--- src/integer_to_radix_ascii_defines.svh ---
// ---------------------------------------------------------------------------
// Assertion macros for the integer to radix ASCII converter
// Shared concurrent assertion forms, clocked on clk; ITRA_ASSERT is disabled while rst_n is low.
// ---------------------------------------------------------------------------
`ifndef INTEGER_TO_RADIX_ASCII_DEFINES_SVH
`define INTEGER_TO_RADIX_ASCII_DEFINES_SVH

// Assertion that is switched off while reset is held.
`define ITRA_ASSERT(label, prop, msg) \
    label: assert property (@(posedge clk) disable iff (!rst_n) prop) \
        else $error(msg);

// Assertion that also holds during reset.
`define ITRA_ASSERT_ALWAYS(label, prop, msg) \
    label: assert property (@(posedge clk) prop) else $error(msg);

`endif

--- src/itra_pkg.sv ---
// ---------------------------------------------------------------------------
// itra_pkg
// Types, constants and helpers shared by the radix ASCII converter.
// ---------------------------------------------------------------------------
`default_nettype none

package itra_pkg;

    localparam int VALUE_WIDTH_DEF = 64;
    localparam int STORE_DEPTH     = 64;
    localparam int STORE_AW        = 6;
    localparam int COUNT_W         = 7;
    localparam int DIGIT_W         = 4;
    localparam int CHAR_W          = 7;
    localparam int QUEUE_DEPTH     = 2;

    localparam logic [1:0] BASE_BIN = 2'd0;
    localparam logic [1:0] BASE_OCT = 2'd1;
    localparam logic [1:0] BASE_DEC = 2'd2;
    localparam logic [1:0] BASE_HEX = 2'd3;

    localparam logic [CHAR_W-1:0]  ASCII_ZERO = 7'd48;
    localparam logic [CHAR_W-1:0]  ASCII_A    = 7'd65;
    localparam logic [CHAR_W-1:0]  ASCII_LAST = 7'd70;
    localparam logic [CHAR_W-1:0]  ASCII_NINE = 7'd57;
    localparam logic [DIGIT_W-1:0] DEC_TEN    = 4'd10;

    localparam logic [COUNT_W-1:0] STORE_DEPTH_C = COUNT_W'(STORE_DEPTH);

    // Classified control part of one transaction.
    typedef struct packed {
        logic [1:0]         base_sel;
        logic [COUNT_W-1:0] min_cnt;
    } itra_cls_t;

    function automatic logic [CHAR_W-1:0] digit_char(input logic [DIGIT_W-1:0] d);
        logic [CHAR_W-1:0] c;
        if (d < DEC_TEN)
        begin
            c = ASCII_ZERO + CHAR_W'(d);
        end
        else
        begin
            c = ASCII_A + CHAR_W'(d - DEC_TEN);
        end
        return c;
    endfunction

endpackage

`default_nettype wire

--- src/itra_ram.sv ---
// ---------------------------------------------------------------------------
// itra_ram
// Generic single write port, single read port RAM with registered read.
// ---------------------------------------------------------------------------
`default_nettype none

module itra_ram #(
    parameter int WIDTH = 4,
    parameter int DEPTH = 64
) (
    input  wire logic                     clk,
    input  wire logic                     we,
    input  wire logic [$clog2(DEPTH)-1:0] waddr,
    input  wire logic [WIDTH-1:0]         wdata,
    input  wire logic [$clog2(DEPTH)-1:0] raddr,
    output logic      [WIDTH-1:0]         rdata
);

    logic [WIDTH-1:0] mem [DEPTH];
    logic [WIDTH-1:0] rdata_reg;

    always_ff @(posedge clk)
    begin
        if (we)
        begin
            mem[waddr] <= wdata;
        end
        rdata_reg <= mem[raddr];
    end

    assign rdata = rdata_reg;

endmodule

`default_nettype wire

--- src/itra_front.sv ---
// ---------------------------------------------------------------------------
// itra_front
// Accepts transactions, masks the value and clamps the digit minimum, then
// holds them in a two-entry queue for the conversion back end.
// ---------------------------------------------------------------------------
`default_nettype none

module itra_front #(
    parameter int VALUE_WIDTH = itra_pkg::VALUE_WIDTH_DEF
) (
    input  wire logic                         clk,
    input  wire logic                         rst_n,
    input  wire logic                         start,
    output logic                              busy,
    input  wire logic [63:0]                  value,
    input  wire logic [1:0]                   base_sel,
    input  wire logic [itra_pkg::COUNT_W-1:0] min_digits,
    output logic                              q_valid,
    input  wire logic                         q_pop,
    output logic      [VALUE_WIDTH-1:0]       q_value,
    output itra_pkg::itra_cls_t               q_cls
);

    import itra_pkg::*;

    localparam int PTR_W = $clog2(QUEUE_DEPTH);
    localparam int CNT_W = $clog2(QUEUE_DEPTH + 1);
    localparam logic [CNT_W-1:0] FULL_CNT = CNT_W'(QUEUE_DEPTH);

    logic [VALUE_WIDTH-1:0] val_mem [QUEUE_DEPTH];
    itra_cls_t              cls_mem [QUEUE_DEPTH];

    logic [PTR_W-1:0] wr_ptr_reg, wr_ptr_next;
    logic [PTR_W-1:0] rd_ptr_reg, rd_ptr_next;
    logic [CNT_W-1:0] cnt_reg, cnt_next;

    logic      push;
    logic      pop;
    itra_cls_t cls_in;

    // Clamp the minimum to the store depth; a zero minimum still yields one digit.
    always_comb
    begin
        cls_in.base_sel = base_sel;
        if (min_digits > STORE_DEPTH_C)
        begin
            cls_in.min_cnt = STORE_DEPTH_C;
        end
        else if (min_digits == '0)
        begin
            cls_in.min_cnt = COUNT_W'(1);
        end
        else
        begin
            cls_in.min_cnt = min_digits;
        end
    end

    assign busy    = (cnt_reg == FULL_CNT);
    assign push    = start && !busy;
    assign q_valid = (cnt_reg != '0);
    assign pop     = q_pop && q_valid;
    assign q_value = val_mem[rd_ptr_reg];
    assign q_cls   = cls_mem[rd_ptr_reg];

    always_comb
    begin
        wr_ptr_next = wr_ptr_reg;
        rd_ptr_next = rd_ptr_reg;
        cnt_next    = cnt_reg;
        if (push)
        begin
            wr_ptr_next = wr_ptr_reg + PTR_W'(1);
        end
        if (pop)
        begin
            rd_ptr_next = rd_ptr_reg + PTR_W'(1);
        end
        if (push && !pop)
        begin
            cnt_next = cnt_reg + CNT_W'(1);
        end
        else if (pop && !push)
        begin
            cnt_next = cnt_reg - CNT_W'(1);
        end
    end

    always_ff @(posedge clk or negedge rst_n)
    begin
        if (!rst_n)
        begin
            wr_ptr_reg <= '0;
            rd_ptr_reg <= '0;
            cnt_reg    <= '0;
        end
        else
        begin
            wr_ptr_reg <= wr_ptr_next;
            rd_ptr_reg <= rd_ptr_next;
            cnt_reg    <= cnt_next;
        end
    end

    always_ff @(posedge clk)
    begin
        if (push)
        begin
            val_mem[wr_ptr_reg] <= value[VALUE_WIDTH-1:0];
            cls_mem[wr_ptr_reg] <= cls_in;
        end
    end

endmodule

`default_nettype wire

--- src/itra_back.sv ---
// ---------------------------------------------------------------------------
// itra_back
// Converts one queued transaction to digits and emits them as ASCII,
// most significant first. Decimal goes through a shift-and-add-3 pass.
// ---------------------------------------------------------------------------
`default_nettype none
`include "integer_to_radix_ascii_defines.svh"

module itra_back #(
    parameter int VALUE_WIDTH = itra_pkg::VALUE_WIDTH_DEF
) (
    input  wire logic                        clk,
    input  wire logic                        rst_n,
    input  wire logic                        q_valid,
    output logic                             q_pop,
    input  wire logic [VALUE_WIDTH-1:0]      q_value,
    input  wire itra_pkg::itra_cls_t         q_cls,
    output logic                             strobe,
    output logic      [itra_pkg::CHAR_W-1:0] char_code,
    output logic                             last
);

    import itra_pkg::*;

    // Enough decimal digits for any VALUE_WIDTH-bit value.
    localparam int BCD_DIGITS = (VALUE_WIDTH * 3) / 10 + 1;
    localparam int WORK_W     = DIGIT_W * BCD_DIGITS;
    localparam int ITER_W     = $clog2(VALUE_WIDTH);
    localparam logic [ITER_W-1:0] ITER_LAST = ITER_W'(VALUE_WIDTH - 1);

    localparam logic [1:0] ST_IDLE = 2'd0;
    localparam logic [1:0] ST_CONV = 2'd1;
    localparam logic [1:0] ST_EXTR = 2'd2;
    localparam logic [1:0] ST_EMIT = 2'd3;

    logic [1:0]             state_reg, state_next;
    logic [WORK_W-1:0]      work_reg, work_next;
    logic [VALUE_WIDTH-1:0] bin_reg, bin_next;
    logic [ITER_W-1:0]      iter_reg, iter_next;
    logic [1:0]             base_reg, base_next;
    logic [COUNT_W-1:0]     min_reg, min_next;
    logic [COUNT_W-1:0]     count_reg, count_next;
    logic [COUNT_W-1:0]     total_reg, total_next;
    logic [STORE_AW-1:0]    idx_reg, idx_next;

    logic                   rd_valid_reg, rd_valid_next;
    logic                   rd_pad_reg, rd_pad_next;
    logic                   rd_last_reg, rd_last_next;
    logic                   strobe_reg;
    logic [CHAR_W-1:0]      char_reg;
    logic                   last_reg;

    logic [WORK_W-1:0]      bcd_adj;
    logic [WORK_W-1:0]      work_shifted;
    logic [DIGIT_W-1:0]     digit;
    logic                   work_nz;
    logic                   store_we;
    logic [COUNT_W-1:0]     total_calc;
    logic [COUNT_W-1:0]     total_m1;
    logic [DIGIT_W-1:0]     rdata;
    logic [DIGIT_W-1:0]     emit_digit;

    // Add 3 to every BCD digit of 5 or more before the shift.
    always_comb
    begin
        for (int i = 0; i < BCD_DIGITS; i++)
        begin
            if (work_reg[i*DIGIT_W +: DIGIT_W] >= DIGIT_W'(5))
            begin
                bcd_adj[i*DIGIT_W +: DIGIT_W] = work_reg[i*DIGIT_W +: DIGIT_W] + DIGIT_W'(3);
            end
            else
            begin
                bcd_adj[i*DIGIT_W +: DIGIT_W] = work_reg[i*DIGIT_W +: DIGIT_W];
            end
        end
    end

    always_comb
    begin
        unique case (base_reg)
            BASE_BIN:
            begin
                digit        = {3'b000, work_reg[0]};
                work_shifted = work_reg >> 1;
            end
            BASE_OCT:
            begin
                digit        = {1'b0, work_reg[2:0]};
                work_shifted = work_reg >> 3;
            end
            BASE_DEC:
            begin
                digit        = work_reg[DIGIT_W-1:0];
                work_shifted = work_reg >> DIGIT_W;
            end
            BASE_HEX:
            begin
                digit        = work_reg[DIGIT_W-1:0];
                work_shifted = work_reg >> DIGIT_W;
            end
        endcase
    end

    assign work_nz    = (work_reg != '0);
    assign store_we   = (state_reg == ST_EXTR) && work_nz && (count_reg < STORE_DEPTH_C);
    assign total_calc = (count_reg > min_reg) ? count_reg : min_reg;
    assign total_m1   = total_calc - COUNT_W'(1);
    assign q_pop      = (state_reg == ST_IDLE) && q_valid;

    always_comb
    begin
        state_next    = state_reg;
        work_next     = work_reg;
        bin_next      = bin_reg;
        iter_next     = iter_reg;
        base_next     = base_reg;
        min_next      = min_reg;
        count_next    = count_reg;
        total_next    = total_reg;
        idx_next      = idx_reg;
        rd_valid_next = 1'b0;
        rd_pad_next   = 1'b0;
        rd_last_next  = 1'b0;

        unique case (state_reg)
            ST_IDLE:
            begin
                if (q_valid)
                begin
                    base_next  = q_cls.base_sel;
                    min_next   = q_cls.min_cnt;
                    count_next = '0;
                    iter_next  = '0;
                    bin_next   = q_value;
                    if (q_cls.base_sel == BASE_DEC)
                    begin
                        work_next  = '0;
                        state_next = ST_CONV;
                    end
                    else
                    begin
                        work_next  = {{(WORK_W - VALUE_WIDTH){1'b0}}, q_value};
                        state_next = ST_EXTR;
                    end
                end
            end
            ST_CONV:
            begin
                work_next = {bcd_adj[WORK_W-2:0], bin_reg[VALUE_WIDTH-1]};
                bin_next  = {bin_reg[VALUE_WIDTH-2:0], 1'b0};
                iter_next = iter_reg + ITER_W'(1);
                if (iter_reg == ITER_LAST)
                begin
                    state_next = ST_EXTR;
                end
            end
            ST_EXTR:
            begin
                if (store_we)
                begin
                    work_next  = work_shifted;
                    count_next = count_reg + COUNT_W'(1);
                end
                else
                begin
                    total_next = total_calc;
                    idx_next   = total_m1[STORE_AW-1:0];
                    state_next = ST_EMIT;
                end
            end
            ST_EMIT:
            begin
                rd_valid_next = 1'b1;
                rd_pad_next   = ({1'b0, idx_reg} >= count_reg);
                rd_last_next  = (idx_reg == '0);
                idx_next      = idx_reg - STORE_AW'(1);
                if (idx_reg == '0)
                begin
                    state_next = ST_IDLE;
                end
            end
        endcase
    end

    itra_ram #(
        .WIDTH (DIGIT_W),
        .DEPTH (STORE_DEPTH)
    ) u_store (
        .clk   (clk),
        .we    (store_we),
        .waddr (count_reg[STORE_AW-1:0]),
        .wdata (digit),
        .raddr (idx_reg),
        .rdata (rdata)
    );

    // Positions above the converted digits are padding zeros.
    assign emit_digit = rd_pad_reg ? '0 : rdata;

    always_ff @(posedge clk or negedge rst_n)
    begin
        if (!rst_n)
        begin
            state_reg    <= ST_IDLE;
            count_reg    <= '0;
            work_reg     <= '0;
            rd_valid_reg <= 1'b0;
            strobe_reg   <= 1'b0;
        end
        else
        begin
            state_reg    <= state_next;
            count_reg    <= count_next;
            work_reg     <= work_next;
            rd_valid_reg <= rd_valid_next;
            strobe_reg   <= rd_valid_reg;
        end
    end

    always_ff @(posedge clk)
    begin
        bin_reg     <= bin_next;
        iter_reg    <= iter_next;
        base_reg    <= base_next;
        min_reg     <= min_next;
        total_reg   <= total_next;
        idx_reg     <= idx_next;
        rd_pad_reg  <= rd_pad_next;
        rd_last_reg <= rd_last_next;
        char_reg    <= digit_char(emit_digit);
        last_reg    <= rd_last_reg;
    end

    assign strobe    = strobe_reg;
    assign char_code = char_reg;
    assign last      = last_reg;

    `ITRA_ASSERT(a_emit_idx_in_range, (state_reg == ST_EMIT) |-> ({1'b0, idx_reg} < total_reg), "emit index beyond digit total")
    `ITRA_ASSERT(a_conv_only_decimal, (state_reg == ST_CONV) |-> (base_reg == BASE_DEC), "BCD conversion on a non-decimal transaction")
    `ITRA_ASSERT(a_gap_after_last, (strobe_reg && last_reg) |=> !strobe_reg, "character strobed right after a final character")
    `ITRA_ASSERT(a_char_legal, strobe_reg |-> ((char_reg >= ASCII_ZERO && char_reg <= ASCII_NINE) || (char_reg >= ASCII_A && char_reg <= ASCII_LAST)), "illegal character code")

endmodule

`default_nettype wire

--- src/integer_to_radix_ascii.sv ---
// ---------------------------------------------------------------------------
// integer_to_radix_ascii
// Converts unsigned integers to ASCII digits in base 2, 8, 10 or 16.
// Flow: the back end takes a queued item, runs the BCD conversion for base 10,
//   extracts the digits into the store, then reads them out most significant
//   first, padded with zeros up to the minimum.
// Throughput: one character per cycle while a number is emitted; a two-entry queue holds waiting items.
// Reset: asynchronous, clears queue and back-end control; the digit store is
//   not cleared. The receiver cannot stall output.
// ---------------------------------------------------------------------------
`default_nettype none

module integer_to_radix_ascii #(
    parameter int VALUE_WIDTH = itra_pkg::VALUE_WIDTH_DEF
) (
    input  wire logic                         clk,
    input  wire logic                         rst_n,
    input  wire logic                         start,
    output logic                              busy,
    input  wire logic [63:0]                  value,
    input  wire logic [1:0]                   base_sel,
    input  wire logic [itra_pkg::COUNT_W-1:0] min_digits,
    output logic                              strobe,
    output logic      [itra_pkg::CHAR_W-1:0]  char_code,
    output logic                              last
);

    import itra_pkg::*;

    logic                   q_valid;
    logic                   q_pop;
    logic [VALUE_WIDTH-1:0] q_value;
    itra_cls_t              q_cls;

    itra_front #(
        .VALUE_WIDTH (VALUE_WIDTH)
    ) u_front (
        .clk        (clk),
        .rst_n      (rst_n),
        .start      (start),
        .busy       (busy),
        .value      (value),
        .base_sel   (base_sel),
        .min_digits (min_digits),
        .q_valid    (q_valid),
        .q_pop      (q_pop),
        .q_value    (q_value),
        .q_cls      (q_cls)
    );

    itra_back #(
        .VALUE_WIDTH (VALUE_WIDTH)
    ) u_back (
        .clk       (clk),
        .rst_n     (rst_n),
        .q_valid   (q_valid),
        .q_pop     (q_pop),
        .q_value   (q_value),
        .q_cls     (q_cls),
        .strobe    (strobe),
        .char_code (char_code),
        .last      (last)
    );

endmodule

`default_nettype wire

--- config.mk ---
export PLATFORM = sky130hd
export DESIGN_NAME = integer_to_radix_ascii
export DESIGN_NICKNAME = d
export VERILOG_FILES = /design/src/itra_pkg.sv /design/src/itra_ram.sv /design/src/itra_front.sv /design/src/itra_back.sv /design/src/integer_to_radix_ascii.sv
export VERILOG_INCLUDE_DIRS = /design/src /design/src/src
export SDC_FILE = /design/constraint.sdc
export NUM_CORES = 1
export LEC_CHECK = 0
export ABC_CLOCK_PERIOD_IN_PS = 5800
export BUFFER_PORTS_ARGS = -buffer_cell sky130_fd_sc_hd__buf_2
export CAP_MARGIN = 20
export CELL_PAD_IN_SITES_DETAIL_PLACEMENT = 1
export CELL_PAD_IN_SITES_GLOBAL_PLACEMENT = 1
export CORE_MARGIN = 10
export CORE_UTILIZATION = 40
export DETAILED_ROUTE_END_ITERATION = 8
export HOLD_SLACK_MARGIN = 0.02
export PLACE_DENSITY_LB_ADDON = 0.1
export SLEW_MARGIN = 10
export SYNTH_ARGS = -nofsm -noshare
export SYNTH_HDL_FRONTEND = slang
export SYNTH_SLANG_ARGS = --single-unit
--- constraint.sdc ---
create_clock -name clk -period 5.8 [get_ports clk]
set_input_delay 1.16 -clock clk [delete_from_list [all_inputs] [get_ports clk]]
set_output_delay 1.16 -clock clk [all_outputs]
set_load 0.03 [all_outputs]
==> run_results.csv, run 1 <==
group,metric,value,unit
die,core_area,71500,um2
yosys,synth_edf_count,487,
finish,layout_common_cells,"edfxtp_1 (487), nor2_1 (153), a21oi_1 (149), nand2_1 (141), mux2_2 (136)",
finish,multi_input_comb_area,10600,um2
timing,hold_viol_final,0,
detailed_routing,wl_per_cell,23.9,um
global_route,antenna_found_initial,1,
die,rows,98,
yosys,netlist_area,28800,um2
timing,min_period,3.54,ns
yosys,synth-xor-area-share,1.13,%
global_route,grt_pass1_wl,120000,um
finish,final_common_cell,"edfxtp_1",
power,vdd_ir_drop_max,281,uV
critical_path,worstPathRequired,6.10,ns
cts,htreeDepth,3,
job,drv_cap,0,
yosys,synth-simple-area-share,7.58,%
critical_path,critPathKind,"reg -> reg",
die,start_util,40.3,%
die,ios,86,
critical_path,max_stage_delay,0.74,ns
yosys,yosys.area.top_type,"edfxtp_1",
timing,fmax,0.283,GHz
hold_path,hold_class,"reg -> reg",
detailed_routing,first_pass_iters,5,
yosys,synth-seq-cells,596,
run_status,status,"complete, no violations",
detailed_routing,ant_nets,0,
cts,postCtsHoldBufs,0,
cts,cts_buffers,69,
power,power_density,585,nW/um2
finish,regArea,17300,um2
timing,final_max_slew_viol_count,0,
yosys,ys.flop_type,"edfxtp_1",
detailed_routing,num_vias,18000,
global_route,grt_pass1_vias,19800,
placed_design,gp_congestion,0.808,
detailed_routing,wirelength,77300,um
cts,clock_latency,0.61,ns
detailed_routing,drt-initial-drc-count,1140,
cts,ctsRootBufferMaster,"clkbuf_16",
yosys,yosysSeqAreaShare,60.0,%
timing,max-slew-margin-rel,32.1,%
cts,post_cts_buffers,0,
timing,fin_crit_sh,61.0,%
critical_path,cpMaxStageDelayCell,"nor4b_1",
placed_design,port_buffers,85,
detailed_routing,drc_errors,0,
placed_design,post-place-ws,2.19,ns
critical_path,critPathCaptureType,"register",
yosys,synth_adder_area_share,3.65,%
yosys,synth-compound-area-share,10.8,%
timing,finalSetupViolCount,0,
die,dieArea,83100,um2
cts,cts_tree,"yes",
yosys,synth_area_leaders,"edfxtp_1 (51%), dfrtp_1 (8.3%), mux2_2 (5.3%)",
yosys,synth_nets,2373,
yosys,synth.area.mux_share,13.4,%
finish,drive_above_1_share,18.9,%
yosys,synth_top_area_share,50.8,%
yosys,synth_cell_type_count,68,
timing,setup_tns,0,ns
critical_path,timing.critical_path.buf_inv,1,
finish,insertedDiodeCount,0,
die,die_h,288,um
yosys,synthCells,2213,
finish,largest_register_ffs,256,
cts,cts.clk_slew.worst_paths,0.06,ns
cts,cts_num_sinks,596,
timing,tightest_slew,1.02,ns
finish,fillers,7298,
yosys,yosys_warnings,0,
timing,fin_skew,0.0127,ns
detailed_routing,via_per_inst,5.55,
critical_path,critical-path-top-delay-family,"simple AND/OR/NAND/NOR gates",
critical_path,start_kind,"register",
cts,cts_resized,0,
finish,nNetsFinal,2393,
global_route,grt_use_total,18.6,%
finish,area_growth,12.1,%
yosys,avgSynthCellArea,13.0,um2
yosys,async_reset_ff_share,15.9,%
critical_path,path_max_fanout,8,
global_route,grt_max_degree,90,
cts,clockBufferDepth,3,
timing,rsz0062_at_grt,"no",
power,static-leakage-power,11.5,nW
placed_design,dp_hpwl,49800,um
timing,setup_ws,2.26,ns
critical_path,arrival,3.84,ns
global_route,grt_overflow,0,
critical_path,path_cells,"inv_1 -> ha_1 -> nor4b_1 -> nand4_1 -> nor4_4 -> nor4_1 -> nand3_1 -> nor2_1",
die,die_x,288,um
yosys,synth_top_family_by_area,"multiplexers",
-- routing by layer --
metal	GRT usage, %	part of all wire (%)	vias to the layer above
met5	0	0.017	-
met2	33.1	52	289
met1	23.1	43	9187
li1	-	-	8365
met4	5.66	2.5	2
met3	2.51	3.1	118
-- logic make-up after synthesis --
| family | count (synthesis) |
|---|---|
| simple gates | 454 |
| mux | 310 |
| buf+inv | 232 |
| compound gates | 500 |
| fa+ha+maj | 84 |
| xor+xnor | 37 |
| flops | 596 |
-- cell type report --
| cell class | instances | share of cell area [%] |
|---|---|---|
| clock inverters | 36 | 1.37 |
| clock buffers | 90 | 5.75 |
| repair buffers | 114 | 2.16 |
| inverters | 67 | 0.786 |
| well taps | 950 | 3.68 |
| multi-input cells | 1385 | 32.7 |
| flip-flops and latches | 596 | 53.5 |
-- Yosys cell counts (4+ instances only) --
master     count
nor4_1         7
o21ai_1       10
a21oi_1      149
dfxtp_1       14
or3_1         10
a221oi_1       9
a22o_1        21
nand3_1       18
dfrtp_1       95
buf_2         23
edfxtp_1     487
nor4bb_1       5
mux2_2       136
nand2_1      141
nor2_1       155
o21ai_0      133
nor3_1         9
a21o_1         6
o221ai_1      19
xnor2_1       28
and2_1         4
nor3b_1       28
o22ai_1       60
xor2_1         9
buf_1         21
o21a_1         5
clkbuf_1      99
nor2b_1       10
buf_4         16
a221oi_2       8
buf_6          6
nand2b_1      39
a22oi_1       32
a21oi_2        9
nand4_1       10
inv_1         64
ha_1          84
mux2i_1      128
a211oi_1      16
a2bb2oi_1      6
mux4_2        46
-- where the power goes --
group | internal (mW) | switching (mW) | total, mW
registers | 6.03 | 0.830 | 6.86
clock network | 2.67 | 1.76 | 4.43
logic | 2.85 | 4.75 | 7.60
-- stage by stage --
stage,power (mW),std cells,instance area (um2),utilization [%],hold WS [ns]
after global routing,20.2,3238,32300,45.2,0.333
after global placement,14.5,3110,29900,41.9,0.324
after floorplan,12.3,2213,28800,-,0.310
after detailed placement,14.6,3111,30000,41.9,0.313
after CTS,19.1,3237,32300,45.1,0.330
final,18.9,3238,32300,45.2,0.329
-- path summary, 6_finish.rpt --
check,slack [ns],from,end,depth (start not counted)
max,2.26,u_back.work_reg[37],u_back.u_store.mem[39][3],8
min,0.33,u_back.rd_last_reg,u_back.last,0
max reg2reg,2.26,u_back.work_reg[37],u_back.u_store.mem[39][3],8
min reg2reg,0.33,u_back.rd_last_reg,u_back.last,0
max in group asynchronous,4.00,rst_n,u_back.work_reg[9],2
min in group asynchronous,0.68,rst_n,u_back.work_reg[43],1
Note: power is estimated with default switching activity, not from simulation.
==> run 2, diff against run 1 <==
--- a/config.mk
+++ b/config.mk
@@ -6,7 +6,7 @@
 export SDC_FILE = /design/constraint.sdc
 export NUM_CORES = 1
 export LEC_CHECK = 0
-export ABC_CLOCK_PERIOD_IN_PS = 5800
+export ABC_CLOCK_PERIOD_IN_PS = 3500
 export BUFFER_PORTS_ARGS = -buffer_cell sky130_fd_sc_hd__buf_2
 export CAP_MARGIN = 20
 export CELL_PAD_IN_SITES_DETAIL_PLACEMENT = 1
==> constraint.sdc (replaced) <==
create_clock -name clk -period 3.5 [get_ports clk]
set_input_delay 0.7 -clock clk [delete_from_list [all_inputs] [get_ports clk]]
set_output_delay 0.7 -clock clk [all_outputs]
set_load 0.03 [all_outputs]
==> run_results.csv, run 2 (synthesis gave the netlist of run 1 again) <==
group,metric,value,unit
critical_path,start_kind,"register",
global_route,grt_pass1_vias,19300,
timing,final_max_slew_viol_count,0,
critical_path,rr_worst_depth,10,
critical_path,path_max_fanout,92,
power,clkPwrFrac,23.2,%
die,start_util,40.3,%
finish,area_growth,13.4,%
detailed_routing,num_vias,18000,
power,switchingPower,12.2,mW
power,static-leakage-power,11.7,nW
hold_path,hold_class,"in -> async",
cts,cts.clk_slew.worst_paths,0.06,ns
timing,tightest_slew,0.891,ns
critical_path,critPathCaptureType,"register",
cts,clock_latency,0.62,ns
timing,rsz0062_at_grt,"no",
placed_design,gp_congestion,0.816,
cts,cts_buffers,70,
critical_path,arrival,3.82,ns
power,power_density,964,nW/um2
finish,largest_register_ffs,256,
job,drv_cap,0,
detailed_routing,via_per_inst,5.51,
cts,htreeDepth,3,
die,core_area,71500,um2
detailed_routing,ant_nets,0,
finish,final_util,45.7,%
timing,hold_viol_final,0,
die,ios,86,
timing,finalSetupViolCount,0,
cts,ctsRootBufferMaster,"clkbuf_16",
finish,final_common_cell,"edfxtp_1",
finish,drive_above_1_share,20.3,%
power,seqPwrFrac,35.6,%
global_route,antenna_found_initial,0,
run_status,status,"complete, no violations",
critical_path,worstPathRequired,4.03,ns
detailed_routing,wirelength,76000,um
placed_design,port_buffers,85,
die,rows,98,
timing,fin_crit_sh,94.0,%
power,switching_share,38.7,%
die,dieArea,83100,um2
placed_design,post-place-ws,0.143,ns
critical_path,critPathKind,"reg -> reg",
placed_design,dp_hpwl,49700,um
power,p_int,19.3,mW
timing,max-slew-margin-rel,40.4,%
finish,insertedDiodeCount,0,
finish,layout_common_cells,"edfxtp_1 (487), nor2_1 (153), a21oi_1 (149), nand2_1 (141), mux2_2 (136)",
detailed_routing,drc_errors,0,
global_route,grt_max_degree,155,
cts,cts_num_sinks,596,
detailed_routing,first_pass_iters,5,
global_route,grt_overflow,0,
die,die_x,288,um
detailed_routing,wl_per_cell,23.2,um
finish,nNetsFinal,2424,
global_route,grt_use_total,18.3,%
cts,clockBufferDepth,3,
timing,fin_skew,0.0220,ns
timing,setup_tns,0,ns
cts,cts_tree,"yes",
power,vdd_ir_drop_max,901,uV
cts,postCtsHoldBufs,0,
detailed_routing,drt-initial-drc-count,1070,
timing,fmax,0.304,GHz
die,die_h,288,um
timing,min_period,3.29,ns
timing,setup_ws,0.208,ns
global_route,grt_pass1_wl,118000,um
power,combPwrFrac,41.1,%
## run 2: power by group through the flow
stage	Combinational, mW	Sequential (mW)	Clock, mW
floorplan	9.51	10.8	0
global placement	12.9	11.3	0
detailed placement	13.1	11.4	0
CTS	13.2	11.2	7.52
global route	14.3	11.4	7.80
finish	12.9	11.2	7.31
## run 2: layout make-up
| cell class | instances | area, um2 |
|---|---|---|
| fillers | 7253 | 38800 |
| inverters | 67 | 254 |
| well taps | 950 | 1190 |
| clock inverters | 33 | 380 |
| multi-input cells | 1385 | 10600 |
| flip-flops and latches | 596 | 17300 |
| clock buffers | 96 | 1940 |
| repair buffers | 144 | 1020 |
## run 2: metrics by stage
step / instances / hold slack [ns] / power (mW) / cell area, um2
after floorplan: 2213 / 0.310 / 20.3 / 28800
after global placement: 3142 / 0.318 / 24.2 / 30300
after detailed placement: 3142 / 0.336 / 24.5 / 30300
after CTS: 3271 / 0.216 / 31.9 / 32600
after global routing: 3271 / 0.232 / 33.5 / 32700
final: 3271 / 0.207 / 31.5 / 32700
## run 2: path summary, 6_finish.rpt
path | from | end | slack, ns
hold / removal | rst_n | u_back.work_reg[45] | 0.21
hold reg to reg | u_back.rd_last_reg | u_back.last | 0.35
setup reg to reg | u_back.work_reg[1] | u_back.work_reg[53] | 0.21
setup / recovery | u_back.work_reg[1] | u_back.work_reg[53] | 0.21
min in group clk | value[8] | u_front.val_mem[0][8] | 0.27
max in group asynchronous | rst_n | u_back.work_reg[32] | 2.55
## run 2: per-layer routing
metal | vias up | wire, um | track usage (%)
met1 | 9154 | 32600 | 22.7
met2 | 303 | 38600 | 32.3
met4 | 0 | 1960 | 5.05
met3 | 114 | 2770 | 3.13
met5 | - | 0 | 0
li1 | 8449 | - | -
## run 2: critical path, cell delays in order (launching register included)
cell and delay, ns:
dfrtp_1 0.40, inv_1 0.27, ha_1 0.29, nor4bb_2 0.41, nand3_1 0.29, nor4_4 0.47, nor3_4 0.14, o21ai_4 0.22
buf_12 0.37, a221oi_1 0.09, a21oi_1 0.16
## run 2: repair_timing
item,CTS,global route
gates resized for setup,0,1
endpoints found under the setup margin,0,13
buffers inserted,0,0
==> run 3, diff against run 2 <==
--- a/config.mk
+++ b/config.mk
@@ -14,6 +14,7 @@
 export CORE_MARGIN = 10
 export CORE_UTILIZATION = 40
 export DETAILED_ROUTE_END_ITERATION = 8
+export GPL_TIMING_DRIVEN = 0
 export HOLD_SLACK_MARGIN = 0.02
 export PLACE_DENSITY_LB_ADDON = 0.1
 export SLEW_MARGIN = 10
==> run_results.csv, run 3 (synthesis gave the netlist of run 1 again) <==
group,metric,value,unit
run_status,status,"complete, no violations",
global_route,grt_pass1_wl,134000,um
global_route,antenna_found_initial,0,
detailed_routing,first_pass_iters,5,
detailed_routing,ant_nets,0,
cts,clock_latency,0.63,ns
finish,drive_above_1_share,19.9,%
global_route,grt_overflow,0,
timing,min_period,3.39,ns
die,ios,86,
finish,nNetsFinal,2546,
timing,fmax,0.295,GHz
critical_path,start_kind,"register",
cts,cts_tree,"yes",
cts,cts.clk_slew.worst_paths,0.07,ns
timing,tightest_slew,1.07,ns
finish,layout_common_cells,"edfxtp_1 (487), a21oi_1 (149), nor2_1 (147), nand2_1 (140), mux2_2 (136)",
finish,final_common_cell,"edfxtp_1",
detailed_routing,num_vias,19100,
critical_path,path_max_fanout,10,
hold_path,hold_class,"in -> reg",
detailed_routing,wl_per_cell,26.3,um
cts,htreeDepth,3,
cts,cts_buffers,69,
timing,fin_crit_sh,96.7,%
global_route,grt_pass1_vias,20600,
cts,ctsRootBufferMaster,"clkbuf_16",
timing,final_max_slew_viol_count,0,
finish,largest_register_ffs,256,
detailed_routing,via_per_inst,5.64,
critical_path,r2r_slack,0.11,ns
placed_design,dp_hpwl,63200,um
power,static-leakage-power,11.8,nW
finish,fin_area,33100,um2
finish,regArea,17300,um2
die,start_util,40.3,%
timing,max-slew-margin-rel,28.5,%
placed_design,port_buffers,85,
critical_path,critPathCaptureType,"register",
die,die_x,288,um
die,dieArea,83100,um2
timing,finalSetupViolCount,0,
die,rows,98,
placed_design,dpl_cell_area,30700,um2
detailed_routing,drt-initial-drc-count,1255,
global_route,grt_max_degree,61,
cts,cts_num_sinks,596,
timing,hold_viol_final,0,
detailed_routing,drc_errors,0,
global_route,grt_use_total,21.4,%
timing,rsz0062_at_grt,"no",
critical_path,critPathKind,"reg -> reg",
die,die_h,288,um
power,power_density,1000,nW/um2
timing,fin_skew,0.0225,ns
finish,area_growth,15.0,%
placed_design,gp_congestion,0.916,
finish,multi_input_comb_area,10600,um2
power,vdd_ir_drop_max,569,uV
timing,setup_tns,0,ns
finish,insertedDiodeCount,0,
job,drv_cap,0,
placed_design,post-place-ws,-0.469,ns
cts,clockBufferDepth,3,
die,core_area,71500,um2
detailed_routing,wirelength,89200,um
timing,setup_ws,0.115,ns
critical_path,arrival,3.93,ns
critical_path,worstPathRequired,4.05,ns
finish,fillers,7312,
-- run 3: report_power, final --
part | total, mW | internal [mW] | switching (mW)
registers | 10.8 | 9.98 | 0.859
logic | 15.0 | 5.28 | 9.73
clock network | 7.37 | 4.37 | 3.00
-- run 3: cell type report --
class | instances | share of cell area, %
Tap cell | 950 | 3.59
Multi-Input combinational cell | 1385 | 32.1
Sequential cell | 596 | 52.2
Clock inverter | 31 | 1.07
Buffer | 164 | 2.28
Clock buffer | 96 | 5.89
Timing Repair Buffer | 103 | 2.17
Inverter | 67 | 0.759
-- run 3: worst paths after layout --
path | from | end | depth (start not counted)
worst min-delay path | value[0] | u_front.val_mem[1][0] | 1
min in group asynchronous | rst_n | u_back.work_reg[41] | 2
worst min register to register | u_back.rd_valid_reg | u_back.strobe | 0
max in group asynchronous | rst_n | u_back.work_reg[18] | 3
worst max register to register | u_back.state_reg[1] | u_back.work_reg[26] | 7
worst max-delay path | u_back.state_reg[1] | u_back.work_reg[26] | 7
-- run 3: worst max-delay path, cell delays in order (launching register included) --
cell      delay [ns]
dfrtp_1         0.42
inv_1           0.10
ha_1            0.28
clkbuf_1        0.59
clkbuf_1        0.67
clkbuf_1        0.85
a22oi_1         0.20
o21ai_0         0.20
-- run 3: metrics by stage --
| step | hold WS, ns | cells | total power [mW] | util (%) |
|---|---|---|---|---|
| CTS | 0.241 | 3390 | 33.4 | 46.2 |
| finish | 0.268 | 3392 | 33.2 | 46.3 |
| detailed placement | 0.336 | 3258 | 25.9 | 42.9 |
| global route | 0.265 | 3392 | 35.1 | 46.3 |
| floorplan | 0.310 | 2213 | 20.3 | - |
| global placement | 0.317 | 3248 | 25.3 | 42.6 |
-- run 3: per-layer routing --
metal / GRT usage [%] / part of all wire, %
met4: 7.46 / 2.9
met3: 2.77 / 4.0
met1: 26.3 / 41
met2: 38.2 / 52
met5: 0 / 0
-- run 3: what timing repair did --
action / in CTS / in global routing
setup endpoints to repair: 298 / 53
setup buffers: 5 / 2
gates resized for setup: 10 / 10
gates cloned: 0 / 0
endpoints found under the hold margin: 35 / 0
hold buffers: 1 / 0
pin swaps: 1 / 0
